## src/hw/rtl/hbrl_pkg.sv

```systemverilog
// Shared types and constants for the H-bridge reversal lockout PWM core.
`timescale 1ns / 1ps

package hbrl_pkg;

    // Field and register widths fixed by the interface.
    localparam int SPEED_W   = 16;
    localparam int DUTY_W    = 16;
    localparam int CFG_W     = 16;
    localparam int CFG_IDX_W = 1;

    // Configuration register indexes.
    localparam logic [CFG_IDX_W-1:0] CFG_CARRIER = 1'd0;
    localparam logic [CFG_IDX_W-1:0] CFG_DEAD    = 1'd1;

    // Register reset values.
    localparam logic [CFG_W-1:0] CARRIER_RESET = 16'd3000;
    localparam logic [CFG_W-1:0] DEAD_RESET    = 16'd5;

    // What a motor does on one tick.
    typedef enum logic [1:0] {
        MODE_STOP,
        MODE_BRAKE,
        MODE_DRIVE
    } t_mode;

    // Per-stage load enables of the duty pipeline.
    typedef struct packed {
        logic s1;
        logic s2;
        logic s3;
        logic s4;
        logic s5;
    } t_pipe_en;

endpackage

```

## src/hw/rtl/hbrl_motor.sv

```systemverilog
// One motor: lockout counters, mode decision and the duty arithmetic pipeline.
`timescale 1ns / 1ps

module hbrl_motor #(
    parameter int SPEED_MAX  = 1000,
    parameter int BRAKE_CODE = 32767
) (
    input  logic                                 i_clk,
    input  logic                                 i_rst_n,
    input  hbrl_pkg::t_pipe_en                   i_en,
    input  logic signed [hbrl_pkg::SPEED_W-1:0]  i_speed,
    input  logic [hbrl_pkg::CFG_W-1:0]           i_carrier,
    input  logic [hbrl_pkg::CFG_W-1:0]           i_dead,
    output logic [hbrl_pkg::DUTY_W-1:0]          o_fwd_duty,
    output logic [hbrl_pkg::DUTY_W-1:0]          o_rvs_duty
);

    localparam int DW    = hbrl_pkg::DUTY_W;
    localparam int MAG_W = $clog2(SPEED_MAX + 1);
    localparam int P_W   = MAG_W + DW;
    // Reciprocal of SPEED_MAX; the quotient it gives is exact or one short.
    localparam int SHIFT = P_W;
    localparam int RW    = SHIFT + 1;
    localparam int PR_W  = P_W + RW;
    localparam logic [RW-1:0] RECIP = RW'((64'd1 << SHIFT) / 64'(SPEED_MAX));
    localparam logic [P_W-1:0] DIVISOR = P_W'(SPEED_MAX);
    localparam logic signed [hbrl_pkg::SPEED_W:0] SMAX_POS = (hbrl_pkg::SPEED_W + 1)'(SPEED_MAX);
    localparam logic signed [hbrl_pkg::SPEED_W:0] SMAX_NEG = -SMAX_POS;
    localparam logic signed [hbrl_pkg::SPEED_W-1:0] BRAKE_V = hbrl_pkg::SPEED_W'(BRAKE_CODE);

    // Lockout counters.
    logic [hbrl_pkg::CFG_W-1:0] r_fwd_lock, n_fwd_lock;
    logic [hbrl_pkg::CFG_W-1:0] r_rvs_lock, n_rvs_lock;
    logic [hbrl_pkg::CFG_W-1:0] fwd_dec, rvs_dec;

    // Decision for the incoming beat.
    hbrl_pkg::t_mode n_mode;
    logic signed [hbrl_pkg::SPEED_W:0] req_ext;
    logic signed [hbrl_pkg::SPEED_W:0] req_neg;
    logic [MAG_W-1:0] n_mag;
    logic out_of_range;

    // Pipeline registers.
    hbrl_pkg::t_mode  r_s1_mode, r_s2_mode, r_s3_mode, r_s4_mode;
    logic             r_s1_fwd, r_s2_fwd, r_s3_fwd, r_s4_fwd;
    logic [DW-1:0]    r_s1_car, r_s2_car, r_s3_car, r_s4_car;
    logic [MAG_W-1:0] r_s1_mag;
    logic [P_W-1:0]   r_s2_prod, r_s3_prod, r_s4_prod;
    logic [DW-1:0]    r_s3_q0, r_s4_q0;
    logic [P_W-1:0]   r_s4_qd;
    logic [DW-1:0]    r_fwd_duty, r_rvs_duty;

    logic [PR_W-1:0]  recip_prod;
    logic [P_W-1:0]   rem;
    logic [DW-1:0]    quot;
    logic [DW-1:0]    drive_duty;

    // Counters first step down, saturating at zero, then a drive reloads the other side.
    always_comb begin
        fwd_dec      = (r_fwd_lock != '0) ? r_fwd_lock - 1'b1 : r_fwd_lock;
        rvs_dec      = (r_rvs_lock != '0) ? r_rvs_lock - 1'b1 : r_rvs_lock;
        n_fwd_lock   = fwd_dec;
        n_rvs_lock   = rvs_dec;
        req_ext      = {i_speed[hbrl_pkg::SPEED_W-1], i_speed};
        req_neg      = -req_ext;
        out_of_range = (req_ext > SMAX_POS) || (req_ext < SMAX_NEG);
        n_mag        = i_speed[hbrl_pkg::SPEED_W-1] ? req_neg[MAG_W-1:0] : req_ext[MAG_W-1:0];
        if (i_speed == '0) begin
            n_mode = hbrl_pkg::MODE_STOP;
        end else if (i_speed == BRAKE_V) begin
            n_mode = hbrl_pkg::MODE_BRAKE;
        end else if (!i_speed[hbrl_pkg::SPEED_W-1]) begin
            if (fwd_dec != '0) begin
                n_mode = hbrl_pkg::MODE_BRAKE;
            end else begin
                n_rvs_lock = i_dead;
                n_mode     = out_of_range ? hbrl_pkg::MODE_BRAKE : hbrl_pkg::MODE_DRIVE;
            end
        end else begin
            if (rvs_dec != '0) begin
                n_mode = hbrl_pkg::MODE_BRAKE;
            end else begin
                n_fwd_lock = i_dead;
                n_mode     = out_of_range ? hbrl_pkg::MODE_BRAKE : hbrl_pkg::MODE_DRIVE;
            end
        end
    end

    always_ff @(posedge i_clk) begin
        if (!i_rst_n) begin
            r_fwd_lock <= '0;
            r_rvs_lock <= '0;
        end else if (i_en.s1) begin
            r_fwd_lock <= n_fwd_lock;
            r_rvs_lock <= n_rvs_lock;
        end
    end

    // Stage 1: decision and magnitude; the carrier is taken with the beat.
    always_ff @(posedge i_clk) begin
        if (i_en.s1) begin
            r_s1_mode <= n_mode;
            r_s1_fwd  <= !i_speed[hbrl_pkg::SPEED_W-1];
            r_s1_mag  <= n_mag;
            r_s1_car  <= i_carrier;
        end
    end

    // Stage 2: magnitude times carrier.
    always_ff @(posedge i_clk) begin
        if (i_en.s2) begin
            r_s2_mode <= r_s1_mode;
            r_s2_fwd  <= r_s1_fwd;
            r_s2_car  <= r_s1_car;
            r_s2_prod <= P_W'(r_s1_mag) * P_W'(r_s1_car);
        end
    end

    // Stage 3: estimate of the quotient by the reciprocal.
    assign recip_prod = PR_W'(r_s2_prod) * PR_W'(RECIP);

    always_ff @(posedge i_clk) begin
        if (i_en.s3) begin
            r_s3_mode <= r_s2_mode;
            r_s3_fwd  <= r_s2_fwd;
            r_s3_car  <= r_s2_car;
            r_s3_prod <= r_s2_prod;
            r_s3_q0   <= recip_prod[SHIFT +: DW];
        end
    end

    // Stage 4: estimate times divisor, for the remainder check.
    always_ff @(posedge i_clk) begin
        if (i_en.s4) begin
            r_s4_mode <= r_s3_mode;
            r_s4_fwd  <= r_s3_fwd;
            r_s4_car  <= r_s3_car;
            r_s4_prod <= r_s3_prod;
            r_s4_q0   <= r_s3_q0;
            r_s4_qd   <= P_W'(r_s3_q0) * DIVISOR;
        end
    end

    // Stage 5: correct the quotient by one where needed and form the compare values.
    always_comb begin
        rem        = r_s4_prod - r_s4_qd;
        quot       = r_s4_q0 + DW'(rem >= DIVISOR);
        drive_duty = r_s4_car - quot;
    end

    always_ff @(posedge i_clk) begin
        if (i_en.s5) begin
            case (r_s4_mode)
                hbrl_pkg::MODE_STOP: begin
                    r_fwd_duty <= r_s4_car;
                    r_rvs_duty <= r_s4_car;
                end
                hbrl_pkg::MODE_DRIVE: begin
                    r_fwd_duty <= r_s4_fwd ? drive_duty : r_s4_car;
                    r_rvs_duty <= r_s4_fwd ? r_s4_car : drive_duty;
                end
                default: begin
                    r_fwd_duty <= '0;
                    r_rvs_duty <= '0;
                end
            endcase
        end
    end

    assign o_fwd_duty = r_fwd_duty;
    assign o_rvs_duty = r_rvs_duty;

endmodule

```

## src/hw/rtl/hbridge_reversal_lockout_pwm_core.sv

```systemverilog
// Top level of the two-motor H-bridge duty calculator with reversal lockout.
`timescale 1ns / 1ps

// Each input beat is one control tick carrying a signed speed request for the left and the
// right motor; each tick gives exactly one output beat with four PWM compare values, where the
// carrier period means that side is off. A new tick is accepted every clock cycle unless a
// stalled output has filled the pipeline. The lockout counters are updated in the accepting
// cycle, and the duty arithmetic (one product, a reciprocal multiply and a remainder
// correction) runs through four further registered stages. Empty stages close up, so a stalled
// output only stops input once the pipeline is full. Configuration writes take effect on the
// next accepted tick and should be made while the pipeline is empty.
module hbridge_reversal_lockout_pwm_core #(
    parameter int SPEED_MAX  = 1000,
    parameter int BRAKE_CODE = 32767
) (
    input  logic                               i_clk,
    input  logic                               i_rst_n,
    // Configuration write port
    input  logic                               i_cfg_wr_en,
    input  logic [hbrl_pkg::CFG_IDX_W-1:0]     i_cfg_index,
    input  logic [hbrl_pkg::CFG_W-1:0]         i_cfg_wdata,
    // Tick requests
    input  logic                               s_axis_tvalid,
    output logic                               s_axis_tready,
    input  logic [31:0]                        s_axis_tdata,  // left_speed, right_speed
    // Compare values
    output logic                               m_axis_tvalid,
    input  logic                               m_axis_tready,
    output logic [63:0]                        m_axis_tdata   // left_fwd_duty, left_rvs_duty,
                                                              // right_fwd_duty, right_rvs_duty
);

    localparam int SW = hbrl_pkg::SPEED_W;

    logic [hbrl_pkg::CFG_W-1:0] r_carrier;
    logic [hbrl_pkg::CFG_W-1:0] r_dead;

    logic r_v1, r_v2, r_v3, r_v4, r_v5;
    hbrl_pkg::t_pipe_en en;

    logic [hbrl_pkg::DUTY_W-1:0] left_fwd, left_rvs, right_fwd, right_rvs;

    // Configuration registers.
    always_ff @(posedge i_clk) begin
        if (!i_rst_n) begin
            r_carrier <= hbrl_pkg::CARRIER_RESET;
            r_dead    <= hbrl_pkg::DEAD_RESET;
        end else if (i_cfg_wr_en) begin
            case (i_cfg_index)
                hbrl_pkg::CFG_CARRIER: r_carrier <= i_cfg_wdata;
                hbrl_pkg::CFG_DEAD:    r_dead    <= i_cfg_wdata;
                default: ;
            endcase
        end
    end

    // A stage loads when it is empty or its contents move on this cycle; stage 1 also needs a valid input.
    always_comb begin
        en.s5 = !r_v5 || m_axis_tready;
        en.s4 = !r_v4 || en.s5;
        en.s3 = !r_v3 || en.s4;
        en.s2 = !r_v2 || en.s3;
        en.s1 = (!r_v1 || en.s2) && s_axis_tvalid;
    end

    assign s_axis_tready = !r_v1 || en.s2;

    // Stage valid flags.
    always_ff @(posedge i_clk) begin
        if (!i_rst_n) begin
            r_v1 <= 1'b0;
            r_v2 <= 1'b0;
            r_v3 <= 1'b0;
            r_v4 <= 1'b0;
            r_v5 <= 1'b0;
        end else begin
            if (s_axis_tready) r_v1 <= s_axis_tvalid;
            if (en.s2)         r_v2 <= r_v1;
            if (en.s3)         r_v3 <= r_v2;
            if (en.s4)         r_v4 <= r_v3;
            if (en.s5)         r_v5 <= r_v4;
        end
    end

    // One lockout and duty pipeline per motor.
    hbrl_motor #(
        .SPEED_MAX  (SPEED_MAX),
        .BRAKE_CODE (BRAKE_CODE)
    ) u_left (
        .i_clk      (i_clk),
        .i_rst_n    (i_rst_n),
        .i_en       (en),
        .i_speed    (s_axis_tdata[SW-1:0]),
        .i_carrier  (r_carrier),
        .i_dead     (r_dead),
        .o_fwd_duty (left_fwd),
        .o_rvs_duty (left_rvs)
    );

    hbrl_motor #(
        .SPEED_MAX  (SPEED_MAX),
        .BRAKE_CODE (BRAKE_CODE)
    ) u_right (
        .i_clk      (i_clk),
        .i_rst_n    (i_rst_n),
        .i_en       (en),
        .i_speed    (s_axis_tdata[2*SW-1:SW]),
        .i_carrier  (r_carrier),
        .i_dead     (r_dead),
        .o_fwd_duty (right_fwd),
        .o_rvs_duty (right_rvs)
    );

    assign m_axis_tvalid = r_v5;
    assign m_axis_tdata  = {right_rvs, right_fwd, left_rvs, left_fwd};

endmodule
```

## config.mk

```make
export PLATFORM = sky130hd
export DESIGN_NAME = hbridge_reversal_lockout_pwm_core
export DESIGN_NICKNAME = d
export VERILOG_FILES = /design/src/hw/rtl/hbrl_pkg.sv /design/src/hw/rtl/hbrl_motor.sv /design/src/hw/rtl/hbridge_reversal_lockout_pwm_core.sv
export SDC_FILE = /design/constraint.sdc
export NUM_CORES = 2
export LEC_CHECK = 0
export BUFFER_PORTS_ARGS = -buffer_cell sky130_fd_sc_hd__buf_2
export CAP_MARGIN = 20
export CORE_ASPECT_RATIO = 1.5
export CORE_MARGIN = 3
export CORE_UTILIZATION = 30
export CTS_CLUSTER_SIZE = 25
export DETAILED_ROUTE_END_ITERATION = 16
export SKIP_LAST_GASP = 1
export SYNTH_ARGS = -nofsm -noshare
export SYNTH_HDL_FRONTEND = slang
export SYNTH_SLANG_ARGS = --single-unit
```

## constraint.sdc

```tcl
create_clock -name i_clk -period 6.6 [get_ports i_clk]
set_input_delay 0.66 -clock i_clk [delete_from_list [all_inputs] [get_ports i_clk]]
set_output_delay 0.66 -clock i_clk [all_outputs]
set_load 0.02 [all_outputs]
```

==> reports/metrics.cfg <==
[layout]
nNetsFinal = 6203
layout_overhead_on_the_synthesized_area_pct = 10.8
fillers = 16461
drive_gt1_share_pct = 7.37
area_used_by_multi_input_combinational_logic_sq_mm = 0.0307
area.sequential_sq_mm = 0.0147
final-instance-count-excl-fill = 7165

[floorplanning]
floorplan.die_area_sq_mm = 0.169
core_region_area_sq_mm = 0.163
rows = 181
effective_utilization_at_floorplan_pct = 30.2
die-width_um = 337
die_y_um = 502
io_pins = 120

[logic_synthesis]
dominantRegCellSynth = sky130_fd_sc_hd__edfxtp_1
synthesis.area_sq_mm = 0.0492
synth_enable_flop_cells = 422
synth_area_leaders = sky130_fd_sc_hd__edfxtp_1 26%, sky130_fd_sc_hd__fa_1 18%, sky130_fd_sc_hd__ha_1 18%, sky130_fd_sc_hd__inv_1 6.5%, sky130_fd_sc_hd__dfxtp_1 4.1%
yosys.area.top_type_share_pct = 25.8
ys_ff_latch = 523
synth.yosys.warnings = 0
postSynthAreaPerCell_sq_um = 10.0
fraction_of_registers_with_async_set_reset_pct = 0
postSynthCellCount = 4896
synth_most_common_cell = sky130_fd_sc_hd__inv_1
seq_area_frac_synth_pct = 29.9
synth_commonest_cells = 858 x sky130_fd_sc_hd__inv_1, 688 x sky130_fd_sc_hd__ha_1, 478 x sky130_fd_sc_hd__nand2_1
synth.distinct_cells = 97
syn_nets = 6090
synthDominantAreaCellType = sky130_fd_sc_hd__edfxtp_1

[global_routing]
maximum_number_of_pins_on_one_net_before_global_route_repair = 87
grt_overflow = 0
antenna_found_initial = 3
first_pass_grt_wire_length_um = 187000
gr-usage-all-layers_pct = 13.7
grt_pass1_vias = 35576

[route]
topRoutingLayerUsed = met4
met2RoutedLength_um = 59600
wirelength_um = 115000
drt-vias-per-instance = 4.83
drt_pass1_iterations = 5
via_count = 34637
route.met3.wl_um = 4550
drt-wirelength-per-cell_um = 16.0
route.layer.met1.wl_um = 47700
count_of_antenna_violating_nets_left_after_detailed_routing = 0
drt_iter0_drc = 1661
route.detailed.drc = 0

[placement]
gp_congestion = 0.909
hpwl_detailed_um = 91500
place.detailed.instances = 7047
port_buffers = 119
detailedPlace.worstSlack_ns = -0.0877

[clock_tree]
clock_tree.htree_level_count = 2
cts_tree = built
clk_transition_reported_paths_ns = 0.06
cts.sink_count = 523
cts_buffers = 59
worstSkewPairLatency_ns = 0.66
clockBufferDepth = 3
clock-root-buffer = sky130_fd_sc_hd__clkbuf_16

[timing]
worst_slack_ns = 0.241
timing.hold.ws_ns = 0.238
achievable-frequency_mhz = 157
setup_viol = 0
final_clock_period_utilization_by_the_worst_path_pct = 96.4
max_slew.worst_pin.slew_ns = 1.04
report.final.slew_viol_count = 0
finalClockSkew_ns = 0.0281
hold_viol_final = 0
finalSetupTns_ns = 0
worst_slew_margin_rel_pct = 30.2
finalCriticalPeriod_ns = 6.36
rsz0062_at_grt = true

[worst_setup_path]
path_max_fanout = 3
worstPathRequired_ns = 7.07
cp-start-kind = register
arrival_ns = 6.83
slowest_delay_ns = 0.58
setup.worst_path.class = reg2reg
ff2ff_path_depth = 27
critical-path-slowest-cell = sky130_fd_sc_hd__fa_1
crit_path_end_kind = register

[run]
timing.max_cap.violations = 0

[min_path]
timing.hold.worst.class = in2reg
timing.hold.worst_path_depth = 3

[outcome]
run_status = finished, final reports clean

[layer usage]
layer  global-route usage [%]  vias to the layer above
met4                     3.82                        0
met2                     25.4                      762
met1                     16.6                    17027
met3                     1.44                      168
li1                         -                    16680
met5                        0                        -
[path summary, 6_finish.rpt]
check,startpoint,end,slack (ns)
setup / recovery,u_left.r_s4_prod[3]$_DFFE_PP_,u_left.o_rvs_duty[14]$_DFFE_PP_,0.24
hold / removal,i_cfg_wdata[0],r_dead[0]$_SDFFE_PN1P_,0.24
hold reg to reg,u_left.r_s3_prod[8]$_DFFE_PP_,u_left.r_s4_prod[8]$_DFFE_PP_,0.42
setup reg to reg,u_left.r_s4_prod[3]$_DFFE_PP_,u_left.o_rvs_duty[14]$_DFFE_PP_,0.24
[registers in the layout, indices dropped and copies added, names as in the netlist, 21 cells and up]
signal             count
u_left.r_s3_prod      23
u_right.r_s4_qd       21
u_left.r_s2_prod      26
u_right.r_s4_prod     23
u_left.r_s4_qd        21
u_left.r_s4_prod      23
u_right.r_s2_prod     26
u_right.r_s3_prod     23
[what timing repair did]
item,CTS,global route
hold endpoints to repair,0,0
resized for setup,4,18
buffers inserted,0,2
hold buffers,0,0
endpoints found under the setup margin,2,9
pin swaps,2,11
[cells in the final DEF (no fill, tap or decap), types with 14 or more instances in the layout]
cell	count
sky130_fd_sc_hd__mux2i_1	27
sky130_fd_sc_hd__nor2_1	214
sky130_fd_sc_hd__or4_1	16
sky130_fd_sc_hd__o31ai_1	19
sky130_fd_sc_hd__nor4_1	30
sky130_fd_sc_hd__o21bai_1	14
sky130_fd_sc_hd__buf_4	68
sky130_fd_sc_hd__clkbuf_16	60
sky130_fd_sc_hd__xnor2_1	132
sky130_fd_sc_hd__a21oi_1	234
sky130_fd_sc_hd__a31oi_1	28
sky130_fd_sc_hd__buf_2	119
sky130_fd_sc_hd__nand3_1	96
sky130_fd_sc_hd__mux2_2	15
sky130_fd_sc_hd__ha_1	687
sky130_fd_sc_hd__or3_1	34
sky130_fd_sc_hd__nand4_1	27
sky130_fd_sc_hd__nand2b_1	42
sky130_fd_sc_hd__nor2b_1	42
sky130_fd_sc_hd__o21ai_0	117
sky130_fd_sc_hd__o211ai_1	15
sky130_fd_sc_hd__a21o_1	47
sky130_fd_sc_hd__nor3_1	92
sky130_fd_sc_hd__fa_1	451
sky130_fd_sc_hd__a211oi_1	35
sky130_fd_sc_hd__o21a_1	41
sky130_fd_sc_hd__nand2_1	475
sky130_fd_sc_hd__edfxtp_1	422
sky130_fd_sc_hd__or2_2	19
sky130_fd_sc_hd__and3_1	19
sky130_fd_sc_hd__and2_1	154
sky130_fd_sc_hd__inv_1	853
sky130_fd_sc_hd__xor2_1	47
sky130_fd_sc_hd__dfxtp_1	101
[final cells by class]
class | instances | area share [%]
flip-flops and latches | 523 | 27.0
well taps | 2104 | 4.83
repair buffers | 189 | 2.13
multi-input cells | 3377 | 56.4
clock buffers | 70 | 2.88
diodes | 1 | 0.00459
inverters | 859 | 5.93
clock inverters | 42 | 0.843
[metrics by stage]
step / util, % / instance area [sq um]
final: 33.5 / 54500
after global routing: 33.5 / 54500
after CTS: 33.4 / 54300
after detailed placement: 32.2 / 52300
after global placement: 32.2 / 52300
after floorplan: - / 49200
[critical path: cells and delay by family (launching register included)]
family / cells / cell delay, ns
adder cells (fa/ha/maj): 5 / 1.53
flip-flops: 1 / 0.38
AO/OA/AOI/OAI: 11 / 2.39
multiplexers: 1 / 0.09
AND/OR/NAND/NOR: 7 / 1.45
buffers and inverters: 3 / 0.31
[kinds of logic (layout without fill, tap and decap cells)]
kind of cell	after synthesis	after routing	share of synthesized area (%)
and+or+nand+nor	1324	1324	13.3
adders and majority gates	1140	1140	35.9
buffers and inverters	996	1160	7.82
AOI/OAI and AO/OA	691	691	8.98
DFF	523	523	29.9
xor gates and xnor gates	179	179	3.19
muxes	43	43	0.924
other	0	1	0
Power is left out: the tool's default activity adds up to more than one toggle a clock period on the data nets, which glitch-free logic cannot reach.
